$ cat src/hdl/pcil_pkg.sv
`timescale 1ns / 1ps

package pcil_pkg;

  localparam int MAX_ENTRIES = 256;
  localparam int CNT_W       = 9;

  localparam logic [1:0] OP_LOAD  = 2'd0;
  localparam logic [1:0] OP_RANK  = 2'd1;
  localparam logic [1:0] OP_INDEX = 2'd2;

  // Sorted key: colour in the upper 24 bits, palette index in the low byte.
  typedef logic [31:0] entry_t;

  typedef struct packed {
    logic [1:0]  op;
    logic [23:0] colour;
    logic [7:0]  idx;
    logic [7:0]  want;
  } query_t;

  // Accumulators that travel down the row of cells with a query.
  typedef struct packed {
    logic             active;
    logic [CNT_W-1:0] start;
    logic [CNT_W-1:0] count;
    logic             found;
    logic [7:0]       frank;
    logic [7:0]       first_idx;
    logic [7:0]       want_idx;
    logic             want_hit;
  } token_t;

endpackage

$ cat src/hdl/pcil_cell.sv
`timescale 1ns / 1ps

module pcil_cell (
  input  logic            clk,
  input  logic            rst,
  input  logic            load_en,
  input  pcil_pkg::entry_t load_value,
  input  logic            left_gt,
  input  logic            left_valid,
  input  pcil_pkg::entry_t left_entry,
  input  pcil_pkg::query_t query,
  input  pcil_pkg::token_t tok_in,
  output logic            gt,
  output logic            valid,
  output pcil_pkg::entry_t entry,
  output pcil_pkg::token_t tok_out
);

  logic             take;
  logic             lt;
  logic             eq;
  pcil_pkg::token_t tok_next;

  assign gt   = valid && (entry > load_value);
  // A cell takes a new value when it holds a greater key, or when it is the
  // first empty cell of the row.
  assign take = load_en && (gt || (left_valid && !valid));

  always_ff @(posedge clk) begin
    if (rst) begin
      valid <= 1'b0;
    end else if (take) begin
      valid <= 1'b1;
    end
  end

  always_ff @(posedge clk) begin
    if (take) begin
      entry <= left_gt ? left_entry : load_value;
    end
  end

  assign lt = entry[31:8] < query.colour;
  assign eq = entry[31:8] == query.colour;

  always_comb begin
    tok_next = tok_in;
    if (tok_in.active && valid) begin
      if (lt) begin
        tok_next.start = tok_in.start + 1'b1;
      end
      if (eq) begin
        tok_next.count = tok_in.count + 1'b1;
        if (!tok_in.found && (entry[7:0] == query.idx)) begin
          tok_next.found = 1'b1;
          tok_next.frank = tok_in.count[7:0];
        end
        if (tok_in.count == '0) begin
          tok_next.first_idx = entry[7:0];
        end
        if (tok_in.count == {1'b0, query.want}) begin
          tok_next.want_idx = entry[7:0];
          tok_next.want_hit = 1'b1;
        end
      end
    end
  end

  always_ff @(posedge clk) begin
    if (rst) begin
      tok_out <= '0;
    end else begin
      tok_out <= tok_next;
    end
  end

endmodule

$ cat config.mk
export PLATFORM = sky130hd
export DESIGN_NAME = pcil_cell
export DESIGN_NICKNAME = d
export VERILOG_FILES = /design/src/hdl/pcil_pkg.sv /design/src/hdl/pcil_cell.sv
export SDC_FILE = /design/constraint.sdc
export NUM_CORES = 1
export LEC_CHECK = 0
export BUFFER_PORTS_ARGS = -buffer_cell sky130_fd_sc_hd__buf_4
export CORE_MARGIN = 2
export CORE_UTILIZATION = 42
export DETAILED_ROUTE_END_ITERATION = 8
export PLACE_DENSITY_LB_ADDON = 0.08
export SLEW_MARGIN = 15
export SYNTH_ARGS = -nofsm -noshare
export SYNTH_HDL_FRONTEND = slang
export SYNTH_SLANG_ARGS = --single-unit
$ cat constraint.sdc
create_clock -name clk -period 2.85 [get_ports clk]
set_input_delay 0.285 -clock clk [delete_from_list [all_inputs] [get_ports clk]]
set_output_delay 0.285 -clock clk [all_outputs]
set_load 0.005 [all_outputs]
==> impl_metrics.yaml <==
final_layout:
  layout-drive-gt1-share_pct: 35.2
  nFillCells: 999
  area_growth_pct: 46.6
  fin_nets: 975
  diodes: 0
  final_cell_area_mm2: 0.00703
sta:
  hold_viol: 0
  grt_setup_unrepaired: "false"
  setup_viol: 0
  finClkSkew_ns: 0.00842
  holdWs_ns: 0.182
  fin_crit_ns: 2.70
  slew_violations: 0
  max_freq_mhz: 370
  fin_setup_tns_ns: 0
  max_slew_margin_pct: 63.0
  worst-slew-pin-transition_ns: 0.555
  finalCritPeriodShare_pct: 94.7
logic_synthesis:
  ys_types: 49
  yosys_warnings: 0
  async_flop_share_pct: 0
  synth-edff-count: 32
  yosysSeqAreaShare_pct: 39.2
  synth_top_area_share_pct: 20.0
  synthFlopType: "dfxtp_1"
  synth_area_mm2: 0.00480
  syn_inst: 527
  synth-seq-cells: 78
  post-synth-top-area-cell: "edfxtp_1"
  syn_nets: 742
  yosys-top-cells-area: "edfxtp_1, dfxtp_1, ha_1"
  syn_avg_cell_area_um2: 9.10
critical_path:
  required_ns: 2.57
  critPathSlowestCell: "edfxtp_1"
  crit_type: "reg2out"
  max_stage_delay_ns: 0.43
  worstPathArrival_ns: 2.41
  crit_fanout: 3
  worst_setup_path_start_kind: "flip-flop"
  cp_cell_sequence: "ha_1 -> nand4_1 -> nor4_1 -> o21ai_0 -> a31oi_1 -> o221a_2 -> buf_4"
  endpoint_kind: "output port"
clock_tree:
  post-cts-setup-buffers: 0
  cts.clk_slew.worst_paths_ns: 0.06
  cts_buffer_depth: 2
  cts_buffers: 9
  root_buffer: "clkbuf_16"
  tritoncts: "yes"
  cts.sink_count: 78
  htreeDepth: 3
  worstSkewPairLatency_ns: 0.34
power:
  p_seq_share_pct: 41.6
  p_int_mw: 2.30
  p_leak_nw: 3.57
  ir_worst_vdd_v: 0.000403
  power_frac_clock_pct: 38.1
  swShare_pct: 24.9
  p_comb_share_pct: 20.2
  switchingPower_uw: 761
  power_density_mw_per_mm2: 436
die:
  dieArea_mm2: 0.0123
  core-area_mm2: 0.0113
  row_count: 39
  dieWidth_um: 111
  num_io_pins: 235
  fp.dieH_um: 111
  start_util_pct: 42.5
routing:
  routed_wl_um: 13800
  drcViolationCount: 0
  num_vias: 4588
  ant_nets: 0
  viasPerCell: 5.05
  drt-wirelength-per-cell_um: 15.2
  dr.pass1.iters: 4
  drt_iter0_drc: 195
placement:
  gp_congestion: 0.857
  port_buffers: 232
  dp.final_hpwl_um: 11100
  placed_area_mm2: 0.00671
hold_path:
  min_path_type: "in2reg"
grt:
  grt_pass1_wl_um: 22400
  grt_max_degree: 64
  grt_usage_pct: 22.7
  overflow: 0
  antenna_found_initial: 0
  first_global_vias: 4742
run:
  maxCapViolations: 0
outcome:
  status: "complete, no violations"
-- cell type report --
type	count	area (µm²)	share of cell area, %
inverter	63	236	3.36
clock buffer	12	256	3.65
sequential	78	1880	26.8
timing repair buffer	242	1820	25.8
tap	143	179	2.55
clock inverter	4	45.0	0.641
multi-input combinational	366	2610	37.2
-- worst max-delay path: cells and delay by family (launching register included) --
kind                     cells  cell delay [ns]
adder cells (fa/ha/maj)      1             0.35
AND/OR/NAND/NOR              2             0.57
AO/OA/AOI/OAI                3             0.61
buffers and inverters        1             0.12
flip-flops                   1             0.43
-- registers in the layout, indices dropped and copies added (netlist names) --
name     cells
tok_out     45
entry       32
valid        1
-- synthesized netlist by cell type (2+ instances only) --
library cell and number:
clkbuf_1 14, or3_1 6, mux2_1 7, edfxtp_1 32, a21oi_1 22, or4_1 3
buf_2 3, mux2i_1 25, nor3_1 5, nor2b_1 12, nand4_1 11, dfxtp_1 46
a221o_1 2, nand3_1 12, and4_1 2, xnor2_1 11, ha_1 59, xor2_1 9
and3_1 3, nor4_1 5, o21ai_0 43, a41oi_1 2, nor2_1 46, buf_1 2
a211oi_1 2, a21o_1 6, nand2_1 53, inv_1 63
-- layer usage --
metal	routed length [µm]	part of all wire [%]	vias up	global-route usage, %
met5	0	0	-	0
met4	500	3.6	0	11.0
met3	869	6.3	34	5.52
met2	6910	50	155	40.5
met1	5570	40	2104	25.4
li1	-	-	2295	-
-- kinds of logic (layout without fill, tap and decap cells) --
logic type	Yosys count	after routing	share of synthesized area [%]
DFF	78	78	39.2
xor gates and xnor gates	20	20	3.65
and+or+nand+nor	167	167	17.3
AOI/OAI and AO/OA	87	87	10.6
adders and majority gates	59	59	15.4
muxes	33	33	7.10
buffers and inverters	83	321	6.73
-- cells in the final DEF, fill, tap and decap left out, drive strengths merged, types with 2 or more instances in the layout --
cell type / n
nor2b: 12
xnor2: 11
edfxtp: 32
or4: 3
a211oi: 2
nor4b: 2
clkinv: 3
a221o: 2
mux2: 8
or3: 6
a21o: 6
o21ai: 43
and4: 2
nand2: 53
nand4: 11
nor3: 6
xor2: 9
ha: 59
nand3: 12
dfxtp: 46
nor2: 46
a41oi: 2
a21oi: 22
clkbuf: 12
nor4: 7
inv: 63
mux2i: 25
and3: 3
buf: 242
-- worst paths after layout --
kind         cells after the start  slack, ns                endpoint                 from
max                              7       0.15                      gt  entry[15]$_DFFE_PP_
min                              3       0.18   tok_out[1]$_SDFF_PP0_            tok_in[1]
max reg2reg                      7       0.16  tok_out[40]$_SDFF_PP0_  entry[19]$_DFFE_PP_
min reg2reg                      2       0.59      valid$_SDFFE_PP0P_   valid$_SDFFE_PP0P_
-- per-stage QoR --
stage / setup WS, ns / std cells / util (%) / power (mW)
final: 0.150 / 908 / 62.4 / 3.06
after global routing: 0.0126 / 908 / 62.4 / 3.22
after CTS: 0.0410 / 908 / 62.2 / 3.09
after detailed placement: 0.0696 / 892 / 59.5 / 1.92
after global placement: 0.133 / 892 / 59.5 / 1.90
after floorplan: 0.293 / 527 / - / 1.56
-- power groups by stage --
| stage | sequential [mW] | clock, mW | combinational [mW] |
|---|---|---|---|
| 2_1_floorplan | 1.30 | 0 | 0.261 |
| 3_3_place_gp | 1.30 | 0 | 0.601 |
| 3_5_place_dp | 1.30 | 0 | 0.619 |
| 4_1_cts | 1.28 | 1.19 | 0.623 |
| 5_1_grt | 1.28 | 1.24 | 0.694 |
| 6_report | 1.27 | 1.17 | 0.620 |
-- what timing repair did --
item                                   4_1_cts  5_1_grt
setup endpoints to repair                    0       21
resized for setup                            0        5
endpoints found under the hold margin        0        0
hold buffers                                 0        0
No activity file was read; power rests on OpenSTA's default activity.
